==> src/rtl/onr_pkg.sv <==
// Shared widths, codes and types of the next-use replacement core.
`timescale 1ns / 1ps
package onr_pkg;

    localparam int PAGE_W  = 63;
    localparam int NU_W    = 31;
    localparam int STAMP_W = 32;
    localparam int CNT_W   = 32;
    localparam int LIM_W   = 5;
    localparam int WORD_W  = PAGE_W + NU_W + STAMP_W;
    localparam int N_EVT   = 5;

    typedef logic [1:0] t_outcome;

    localparam t_outcome OUT_HIT    = 2'd0;
    localparam t_outcome OUT_FILL   = 2'd1;
    localparam t_outcome OUT_REPL   = 2'd2;
    localparam t_outcome OUT_BYPASS = 2'd3;

    localparam int EVT_RD_HIT  = 0;
    localparam int EVT_WR_HIT  = 1;
    localparam int EVT_RD_MISS = 2;
    localparam int EVT_WR_MISS = 3;
    localparam int EVT_BYPASS  = 4;

    localparam logic [LIM_W-1:0] LIM_RESET = 5'd16;

    typedef struct packed {
        logic clear;
        logic load;
    } t_scan_ctl;

    typedef struct packed {
        logic               hit;
        logic               have;
        logic [NU_W-1:0]    best_nu;
        logic [PAGE_W-1:0]  best_page;
    } t_scan_res;

endpackage

==> src/rtl/optimal_next_use_replacement_core.sv <==
// Top level: fully associative cache with furthest-next-use replacement.
//
// Command channel: present i_page, i_next_use and i_is_write with start high
// while busy is low; the access is taken at that clock edge and busy rises.
// Result channel: o_done pulses for one cycle with o_outcome, o_victim_page
// and the five running event counts; the receiver cannot hold it off.
// Configuration: i_cfg_we writes i_cfg_wdata into the ways-in-use limit
// (zero acts as one, values above WAYS act as WAYS); write only when idle.
// Ways are filled in index order and never emptied, so a fill count marks
// the occupied ways and no clearing pass is needed after reset.
// Sequencing: one shared compare unit walks the occupied ways one per cycle
// out of the entry RAM, then a drain state and a decide state follow; on an
// empty cache only the decide state is used. o_done follows in the cycle
// busy falls, when the next start may already be taken.
// Reset (i_rst_n low, synchronous) empties the cache, clears the stamp and
// event counters and sets the limit to 16.
`timescale 1ns / 1ps
module optimal_next_use_replacement_core #(
    parameter int WAYS = 16
) (
    input  logic                                i_clk,
    input  logic                                i_rst_n,
    input  logic                                start,
    output logic                                busy,
    input  logic [onr_pkg::PAGE_W-1:0]          i_page,
    input  logic [onr_pkg::NU_W-1:0]            i_next_use,
    input  logic                                i_is_write,
    input  logic                                i_cfg_we,
    input  logic [onr_pkg::LIM_W-1:0]           i_cfg_wdata,
    output logic                                o_done,
    output onr_pkg::t_outcome                   o_outcome,
    output logic [onr_pkg::PAGE_W-1:0]          o_victim_page,
    output logic [onr_pkg::CNT_W-1:0]           o_read_hit_count,
    output logic [onr_pkg::CNT_W-1:0]           o_write_hit_count,
    output logic [onr_pkg::CNT_W-1:0]           o_read_miss_count,
    output logic [onr_pkg::CNT_W-1:0]           o_write_miss_count,
    output logic [onr_pkg::CNT_W-1:0]           o_bypass_count
);

    localparam int AW = (WAYS > 1) ? $clog2(WAYS) : 1;
    localparam int CW = $clog2(WAYS + 1);
    localparam int LW = (CW > onr_pkg::LIM_W) ? CW : onr_pkg::LIM_W;

    typedef enum logic [3:0] {
        S_IDLE   = 4'b0001,
        S_SCAN   = 4'b0010,
        S_DRAIN  = 4'b0100,
        S_DECIDE = 4'b1000
    } t_state;

    t_state                          r_state, n_state;
    logic [AW-1:0]                   r_addr, n_addr;
    logic [CW-1:0]                   r_count, n_count;
    logic                            r_rd_vld;
    logic [AW-1:0]                   r_rd_idx;
    logic [onr_pkg::LIM_W-1:0]       r_ways_in_use;
    logic [onr_pkg::STAMP_W-1:0]     r_stamp, n_stamp;
    logic [onr_pkg::CNT_W-1:0]       r_evt [onr_pkg::N_EVT];
    logic [onr_pkg::CNT_W-1:0]       n_evt [onr_pkg::N_EVT];
    logic [onr_pkg::PAGE_W-1:0]      r_page;
    logic [onr_pkg::NU_W-1:0]        r_nu;
    logic                            r_wr;
    logic                            r_done, n_done;
    onr_pkg::t_outcome               r_outcome, n_outcome;
    logic [onr_pkg::PAGE_W-1:0]      r_victim, n_victim;

    logic                            accept;
    logic                            last_addr;
    logic [LW-1:0]                   limit;
    logic                            ram_we;
    logic [AW-1:0]                   ram_waddr;
    logic [onr_pkg::WORD_W-1:0]      ram_wdata;
    logic [onr_pkg::WORD_W-1:0]      ram_rdata;
    onr_pkg::t_scan_ctl              scan_ctl;
    onr_pkg::t_scan_res              scan_res;
    logic [AW-1:0]                   hit_way;
    logic [AW-1:0]                   best_way;
    logic [onr_pkg::STAMP_W-1:0]     stamp_next;

    assign accept    = start && !busy;
    assign busy      = (r_state != S_IDLE);
    assign last_addr = ((CW'(r_addr) + CW'(1)) == r_count);

    always_comb begin
        if (r_ways_in_use == '0) begin
            limit = LW'(1);
        end else if (LW'(r_ways_in_use) > LW'(WAYS)) begin
            limit = LW'(WAYS);
        end else begin
            limit = LW'(r_ways_in_use);
        end
    end

    assign stamp_next = (r_stamp == '1) ? r_stamp : r_stamp + 1'b1;

    always_comb begin
        scan_ctl.clear = accept;
        scan_ctl.load  = r_rd_vld;
    end

    onr_ram #(
        .WIDTH (onr_pkg::WORD_W),
        .DEPTH (WAYS)
    ) u_entry_ram (
        .i_clk   (i_clk),
        .i_we    (ram_we),
        .i_waddr (ram_waddr),
        .i_wdata (ram_wdata),
        .i_raddr (r_addr),
        .o_rdata (ram_rdata)
    );

    onr_scan #(
        .AW (AW)
    ) u_scan (
        .i_clk      (i_clk),
        .i_rst_n    (i_rst_n),
        .i_ctl      (scan_ctl),
        .i_idx      (r_rd_idx),
        .i_key      (r_page),
        .i_page     (ram_rdata[onr_pkg::WORD_W-1 -: onr_pkg::PAGE_W]),
        .i_nu       (ram_rdata[onr_pkg::STAMP_W +: onr_pkg::NU_W]),
        .i_stamp    (ram_rdata[onr_pkg::STAMP_W-1:0]),
        .o_res      (scan_res),
        .o_hit_way  (hit_way),
        .o_best_way (best_way)
    );

    always_comb begin
        n_state   = r_state;
        n_addr    = r_addr;
        n_count   = r_count;
        n_stamp   = r_stamp;
        n_done    = 1'b0;
        n_outcome = r_outcome;
        n_victim  = r_victim;
        ram_we    = 1'b0;
        ram_waddr = r_count[AW-1:0];
        ram_wdata = {r_page, r_nu, r_stamp};
        for (int k = 0; k < onr_pkg::N_EVT; k++) begin
            n_evt[k] = r_evt[k];
        end
        unique case (r_state)
            S_IDLE: begin
                if (accept) begin
                    n_addr  = '0;
                    n_state = (r_count == '0) ? S_DECIDE : S_SCAN;
                end
            end
            S_SCAN: begin
                if (last_addr) begin
                    n_state = S_DRAIN;
                end else begin
                    n_addr = r_addr + 1'b1;
                end
            end
            S_DRAIN: begin
                n_state = S_DECIDE;
            end
            S_DECIDE: begin
                n_state  = S_IDLE;
                n_done   = 1'b1;
                n_victim = '0;
                if (scan_res.hit) begin
                    if (r_wr) begin
                        n_evt[onr_pkg::EVT_WR_HIT] = (r_evt[onr_pkg::EVT_WR_HIT] == '1) ?
                            r_evt[onr_pkg::EVT_WR_HIT] : r_evt[onr_pkg::EVT_WR_HIT] + 1'b1;
                    end else begin
                        n_evt[onr_pkg::EVT_RD_HIT] = (r_evt[onr_pkg::EVT_RD_HIT] == '1) ?
                            r_evt[onr_pkg::EVT_RD_HIT] : r_evt[onr_pkg::EVT_RD_HIT] + 1'b1;
                    end
                    ram_we    = 1'b1;
                    ram_waddr = hit_way;
                    n_stamp   = stamp_next;
                    n_outcome = onr_pkg::OUT_HIT;
                end else begin
                    if (r_wr) begin
                        n_evt[onr_pkg::EVT_WR_MISS] = (r_evt[onr_pkg::EVT_WR_MISS] == '1) ?
                            r_evt[onr_pkg::EVT_WR_MISS] : r_evt[onr_pkg::EVT_WR_MISS] + 1'b1;
                    end else begin
                        n_evt[onr_pkg::EVT_RD_MISS] = (r_evt[onr_pkg::EVT_RD_MISS] == '1) ?
                            r_evt[onr_pkg::EVT_RD_MISS] : r_evt[onr_pkg::EVT_RD_MISS] + 1'b1;
                    end
                    if (LW'(r_count) < limit) begin
                        ram_we    = 1'b1;
                        ram_waddr = r_count[AW-1:0];
                        n_count   = r_count + 1'b1;
                        n_stamp   = stamp_next;
                        n_outcome = onr_pkg::OUT_FILL;
                    end else if (scan_res.have && (scan_res.best_nu > r_nu)) begin
                        ram_we    = 1'b1;
                        ram_waddr = best_way;
                        n_stamp   = stamp_next;
                        n_victim  = scan_res.best_page;
                        n_outcome = onr_pkg::OUT_REPL;
                    end else begin
                        n_evt[onr_pkg::EVT_BYPASS] = (r_evt[onr_pkg::EVT_BYPASS] == '1) ?
                            r_evt[onr_pkg::EVT_BYPASS] : r_evt[onr_pkg::EVT_BYPASS] + 1'b1;
                        n_outcome = onr_pkg::OUT_BYPASS;
                    end
                end
            end
            default: begin
                n_state = S_IDLE;
            end
        endcase
    end

    always_ff @(posedge i_clk) begin
        if (!i_rst_n) begin
            r_state       <= S_IDLE;
            r_count       <= '0;
            r_stamp       <= '0;
            r_rd_vld      <= 1'b0;
            r_done        <= 1'b0;
            r_ways_in_use <= onr_pkg::LIM_RESET;
            for (int k = 0; k < onr_pkg::N_EVT; k++) begin
                r_evt[k] <= '0;
            end
        end else begin
            r_state  <= n_state;
            r_count  <= n_count;
            r_stamp  <= n_stamp;
            r_rd_vld <= (r_state == S_SCAN);
            r_done   <= n_done;
            if (i_cfg_we) begin
                r_ways_in_use <= i_cfg_wdata;
            end
            for (int k = 0; k < onr_pkg::N_EVT; k++) begin
                r_evt[k] <= n_evt[k];
            end
        end
    end

    always_ff @(posedge i_clk) begin
        r_addr    <= n_addr;
        r_rd_idx  <= r_addr;
        r_outcome <= n_outcome;
        r_victim  <= n_victim;
        if (accept) begin
            r_page <= i_page;
            r_nu   <= i_next_use;
            r_wr   <= i_is_write;
        end
    end

    assign o_done             = r_done;
    assign o_outcome          = r_outcome;
    assign o_victim_page      = r_victim;
    assign o_read_hit_count   = r_evt[onr_pkg::EVT_RD_HIT];
    assign o_write_hit_count  = r_evt[onr_pkg::EVT_WR_HIT];
    assign o_read_miss_count  = r_evt[onr_pkg::EVT_RD_MISS];
    assign o_write_miss_count = r_evt[onr_pkg::EVT_WR_MISS];
    assign o_bypass_count     = r_evt[onr_pkg::EVT_BYPASS];

endmodule

==> src/rtl/onr_ram.sv <==
// Generic simple dual-port RAM with registered read data.
`timescale 1ns / 1ps
module onr_ram #(
    parameter int WIDTH = 8,
    parameter int DEPTH = 16
) (
    input  logic                                     i_clk,
    input  logic                                     i_we,
    input  logic [(DEPTH > 1 ? $clog2(DEPTH) : 1)-1:0] i_waddr,
    input  logic [WIDTH-1:0]                         i_wdata,
    input  logic [(DEPTH > 1 ? $clog2(DEPTH) : 1)-1:0] i_raddr,
    output logic [WIDTH-1:0]                         o_rdata
);

    logic [WIDTH-1:0] r_mem [DEPTH];
    logic [WIDTH-1:0] r_rdata;

    always_ff @(posedge i_clk) begin
        if (i_we) begin
            r_mem[i_waddr] <= i_wdata;
        end
        r_rdata <= r_mem[i_raddr];
    end

    assign o_rdata = r_rdata;

endmodule

==> src/rtl/onr_scan.sv <==
// Shared tag-match and victim-search unit, fed one way per cycle.
`timescale 1ns / 1ps
module onr_scan #(
    parameter int AW = 4
) (
    input  logic                         i_clk,
    input  logic                         i_rst_n,
    input  onr_pkg::t_scan_ctl           i_ctl,
    input  logic [AW-1:0]                i_idx,
    input  logic [onr_pkg::PAGE_W-1:0]   i_key,
    input  logic [onr_pkg::PAGE_W-1:0]   i_page,
    input  logic [onr_pkg::NU_W-1:0]     i_nu,
    input  logic [onr_pkg::STAMP_W-1:0]  i_stamp,
    output onr_pkg::t_scan_res           o_res,
    output logic [AW-1:0]                o_hit_way,
    output logic [AW-1:0]                o_best_way
);

    logic                        r_hit;
    logic                        r_have;
    logic [AW-1:0]               r_hit_way;
    logic [AW-1:0]               r_best_way;
    logic [onr_pkg::NU_W-1:0]    r_best_nu;
    logic [onr_pkg::STAMP_W-1:0] r_best_stamp;
    logic [onr_pkg::PAGE_W-1:0]  r_best_page;
    logic                        match;
    logic                        better;

    always_comb begin
        match  = !r_hit && (i_page == i_key);
        better = !r_have || (i_nu > r_best_nu) ||
                 ((i_nu == r_best_nu) && (i_stamp < r_best_stamp));
    end

    always_ff @(posedge i_clk) begin
        if (!i_rst_n || i_ctl.clear) begin
            r_hit  <= 1'b0;
            r_have <= 1'b0;
        end else if (i_ctl.load) begin
            if (match) begin
                r_hit <= 1'b1;
            end
            if (better) begin
                r_have <= 1'b1;
            end
        end
    end

    always_ff @(posedge i_clk) begin
        if (i_ctl.load && match) begin
            r_hit_way <= i_idx;
        end
        if (i_ctl.load && better) begin
            r_best_way   <= i_idx;
            r_best_nu    <= i_nu;
            r_best_stamp <= i_stamp;
            r_best_page  <= i_page;
        end
    end

    always_comb begin
        o_res.hit        = r_hit;
        o_res.have       = r_have;
        o_res.best_nu    = r_best_nu;
        o_res.best_page  = r_best_page;
    end

    assign o_hit_way  = r_hit_way;
    assign o_best_way = r_best_way;

endmodule

==> config.mk <==
export PLATFORM = sky130hd
export DESIGN_NAME = optimal_next_use_replacement_core
export DESIGN_NICKNAME = d
export VERILOG_FILES = /design/src/rtl/onr_pkg.sv /design/src/rtl/optimal_next_use_replacement_core.sv /design/src/rtl/onr_ram.sv /design/src/rtl/onr_scan.sv
export SDC_FILE = /design/constraint.sdc
export NUM_CORES = 2
export LEC_CHECK = 0
export ABC_CLOCK_PERIOD_IN_PS = 15500
export BUFFER_PORTS_ARGS = -buffer_cell sky130_fd_sc_hd__buf_2
export CAP_MARGIN = 30
export CORE_AREA = 4 4 628 630
export DETAILED_ROUTE_END_ITERATION = 7
export DIE_AREA = 0 0 632 634
export SETUP_SLACK_MARGIN = 0.1
export SLEW_MARGIN = 20
export SYNTH_ARGS = -nofsm -noshare
export SYNTH_HDL_FRONTEND = slang
export SYNTH_SLANG_ARGS = --single-unit
==> constraint.sdc <==
create_clock -name i_clk -period 15.5 [get_ports i_clk]
set_input_delay 2.325 -clock i_clk [delete_from_list [all_inputs] [get_ports i_clk]]
set_output_delay 2.325 -clock i_clk [all_outputs]
set_load 0.02 [all_outputs]
==> results.md <==
- Walking the worst path, the cells encountered are inv_1 > ha_1 > nand4_1 > nor4_1 > nand3_1 > a21oi_1 > o21ai_0 > a21oi_1 > o221ai_1 > clkbuf_4 > nor3_2 > buf_4 > buf_4.
- The number of antenna violations at the first check in global routing is 33.
- Global routing used 12.6% of the available tracks across all layers.
- The logic depth of the worst register-to-register path is 13.
- The mapped cell area is 0.101 sq mm.
- The async set-or-reset flop fraction in the synthesized netlist is 0%.
- The fraction of power consumed by sequential logic is 53.1%.
- Routability-driven placement finished with a final weighted congestion of 0.787.
- The number of placement rows is 229.
- In this run, distinct cell masters in the synthesized netlist total 71.
- The count of buffers from port buffering is 330.
- The number of buffers on the longest clock path is 4.
- The global-route wire length before repair is 374000 um.
- In the global route stage, met1 resource usage came out at 16.8%.
- The share of post-route cells with drive strength above 1 is 25.9%.
- The via count of the routed design is 50552.
- Among all cell types in the netlist, the one instantiated most often is edfxtp_1.
- The detail route stage leaves a number of antenna-violating nets equal to 0.
- The commonest cells after synthesis are edfxtp_1 (2314), mux4_2 (620), dfxtp_1 (340).
- For this design, the slowest cell found on the critical path is buf_4.
- The worst hold path depth is 0.
- The first-pass detailed-route iteration total is 7.
- The global-route congestion overflow total is 0.
- For this run, the register share of the synthesized area comes to 75.8%.
- Once the floorplan was initialized, standard cells occupied 25.9% of the core.
- The internal cell power is 11.9 mW.
- The post-CTS setup repair buffer count is 0.
- The final layout contains routed wiring with a total length of 260000 um.
- The die footprint is 0.401 sq mm.
- The filler cells instantiated in the layout total 37487.
- For the finished layout, the period the worst path requires is 5840 ps.
- After clock tree synthesis, the clock-pin slew on the worst setup and hold paths is 60 ps.
- The growth of design area from synthesis to finish is 17.2%.
- The number of instances in the synthesized netlist is 5006.
- The core area is 0.389 sq mm.
- The worst register-to-register path has a setup slack of 9660 ps.
- Setup repair after global routing left no endpoint under its margin.
- In this run the power spent charging and discharging nets is 3.27 mW.
- The largest net degree at the start of global routing is 164.
- By area the synthesized netlist is led by edfxtp_1 (69%), mux4_2 (14%), dfxtp_1 (6.8%).
- The path class of the lowest-slack min-delay path is register to register.
- Summed over all failing endpoints, the final setup total negative slack is 0 ps.
- Combinational logic burns 4.6% of the power.
- STA classifies the critical path startpoint as a register.
- The clock reaches the later pin of the worst-skew pair after 870 ps.
- The worst register-to-register path ends at u_entry_ram.r_mem[13][77].
- The top cell type's share of synthesized area is 69.0%.
- The number of warnings issued by yosys is 0.
- For the final database, setup skew stands at 95.0 ps.
- The y dimension of the die is 634 um.
- The number of clock sinks is 2654.
- The count of H-tree levels built during CTS is 5.
- The critical path is of the register to register type.
- In this run, synthesis inferred 2314 flip-flops with an integrated enable.
- The delay contributed by the slowest stage of the critical path is 810 ps.
- Using the TritonRoute via totals, the vias-per-cell ratio works out to 4.63.
- The die is 632 um wide.
- In the routed design, unresolved DRC markers number 0.
- The actual slew at the worst max-slew pin is 1170 ps.
- For this block, the initial DRC count from the detailed router was 4854.
- The run finished with clean final reports.
- The clock network fraction of design power is 42.2%.
- After clock tree synthesis, the repair step resized 0 gates.
- The tree is rooted in a clkbuf_16.
- The wire length per cell after detailed routing is 23.8 um.
- The start point of the worst hold path is r_rd_idx[0].
- In this run the worst path has a maximum fanout of 43.
- The arrival time at the worst endpoint is 6270 ps.
- The synthesized area divided by synthesized cell count is 20.1 sq um.
- The leakage dissipation is 37.8 nW.
- Setup violations remaining at the end of the flow were counted as 0.
- The number of hold violations in the final report is 0.
- The number of flip-flops and latches in the synthesized netlist is 2654.
- The via count of the first global-routing pass is 51206.
- The data required time at the worst endpoint is 15940 ps.
- The worst hold path terminates at u_scan.o_best_way[0].
- Timing analysis after detailed placement gives a worst setup slack of 9660 ps.
- The power density relative to cell area is 129 mW/mm^2.
- The count of final max-slew check failures was 0.
- The startpoint identified for the worst register-to-register timing path is r_nu[26].
- The number of nets in the layout is 5714.
- The worst path uses 37.7% of the clock period.
- For this run, the leading register cell type out of synthesis is edfxtp_1.
- The max-capacitance violation count is 0.
- The met3 track demand over resource is 2.29%.
- STA classifies the critical path endpoint as a register.
- Across the VDD grid, the largest voltage drop is 0.0836 mV.
- The number of placed I/O pins is 331.
- The global-route track usage on met2 is 21.2%.
- After clock tree synthesis, the flow added hold-fix buffers numbering 0.
- Headroom to the max-slew limit came out at 21.8%.
- The switching fraction of total power is 21.6%.
- Clock tree synthesis inserted a total of 271 buffers.
- met2 is the most crowded layer.
- TritonCTS built the clock tree.
- The worst-case setup margin in the final layout is 9660 ps.
- The highest achievable clock rate is 0.171 GHz.
- The number of nets handed over by synthesis was 5216.
- The half-perimeter wire length of the detailed placement result is 152000 um.
- The library cell occupying the most area in the post-synthesis netlist is edfxtp_1.
## state kept, by name, indices dropped and copies added (netlist names), 5 cells and up
signal,cells
u_entry_ram.r_mem,2016
r_evt,160
u_entry_ram.o_rdata,126
r_stamp,32
r_nu,31
o_victim_page,63
r_page,63
u_scan.r_best_stamp,32
r_ways_in_use,5
u_scan.r_best_nu,31
u_scan.r_best_page,63
r_count,5
## layer usage
metal  wire length, um  vias up
li1                  -    21285
met1            107000    26875
met2            128000     2023
met3             18700      367
met4              5990        2
met5                16        -
## power groups by stage
stage | Clock, mW | Combinational (mW) | Sequential (mW)
floorplan | 0 | 0.474 | 8.13
global placement | 0 | 0.712 | 8.20
detailed placement | 0 | 0.719 | 8.21
CTS | 6.56 | 0.722 | 8.06
global route | 6.88 | 0.758 | 8.07
finish | 6.41 | 0.706 | 8.06
## cell families (layout without fill, tap and decap cells)
kind of cell,Yosys count,after routing,share of synthesized area (%)
simple gates,814,814,4.29
flops,2654,2654,75.8
mux,643,643,14.1
other cells,0,6,0
compound gates,224,224,1.44
xor+xnor,195,195,1.70
fa+ha+maj,106,106,1.32
buf+inv,370,1075,1.41
## cell type report
class	instances	area [sq um]	share of cell area, %
inverters	160	616	0.522
well taps	5197	6500	5.51
diodes	6	15.0	0.0127
multi-input cells	1982	23100	19.6
clock buffers	378	7650	6.49
clock inverters	102	982	0.832
flip-flops and latches	2654	76300	64.7
repair buffers	435	2820	2.39
## critical path: cells and delay by family (launching register included)
kind            cells  cell delay, ps
simple gates        4            1200
compound gates      4            1330
buf+inv             4            1800
fa+ha+maj           1             340
flops               1             670
## how the worst max path moves through the flow
| stage | from | to | slack, ps | depth (start not counted) |
|---|---|---|---|---|
| 6_report | r_nu[26] | u_entry_ram.r_mem[13][77] | 9660 | 13 |
| 5_1_grt | r_nu[26] | u_entry_ram.r_mem[13][77] | 9430 | 12 |
| 3_5_place_dp | r_nu[26] | u_entry_ram.r_mem[13][82] | 9660 | 12 |
| 4_1_cts | r_nu[26] | u_entry_ram.r_mem[13][77] | 9570 | 12 |
| 3_3_place_gp | r_nu[26] | u_entry_ram.r_mem[9][94] | 9630 | 12 |
| 2_1_floorplan | r_nu[29] | u_entry_ram.r_mem[10][0] | 3530 | 11 |
## cells in the final DEF, fill, tap and decap left out, types with 29 or more instances in the layout
cell type     n
xor2_1       83
clkinv_1     29
ha_1        106
dfxtp_1     340
inv_1       157
nor2_1      204
nand2_1     118
and3_1       92
nand3_1      74
a21oi_1      76
nor3_1       33
clkbuf_16   280
and2_1       33
and4_1       39
or3_1        32
buf_2       331
mux4_2      620
nand4_1      80
clkbuf_1     70
buf_4        77
nor4_1       30
clkinv_2     36
o21ai_0      49
xnor2_1     112
edfxtp_1   2314
## per-stage QoR
step / hold WS [ps] / power, mW / std cells / utilization, % / cell area (sq um)
floorplan: 346 / 8.60 / 5006 / - / 101000
global placement: 409 / 8.91 / 10409 / 28.0 / 109000
detailed placement: 411 / 8.93 / 10423 / 28.1 / 109000
CTS: 415 / 15.3 / 10903 / 30.3 / 118000
global route: 436 / 15.7 / 10910 / 30.4 / 118000
finish: 419 / 15.2 / 10914 / 30.4 / 118000
Power figures use the tool's default switching activity.
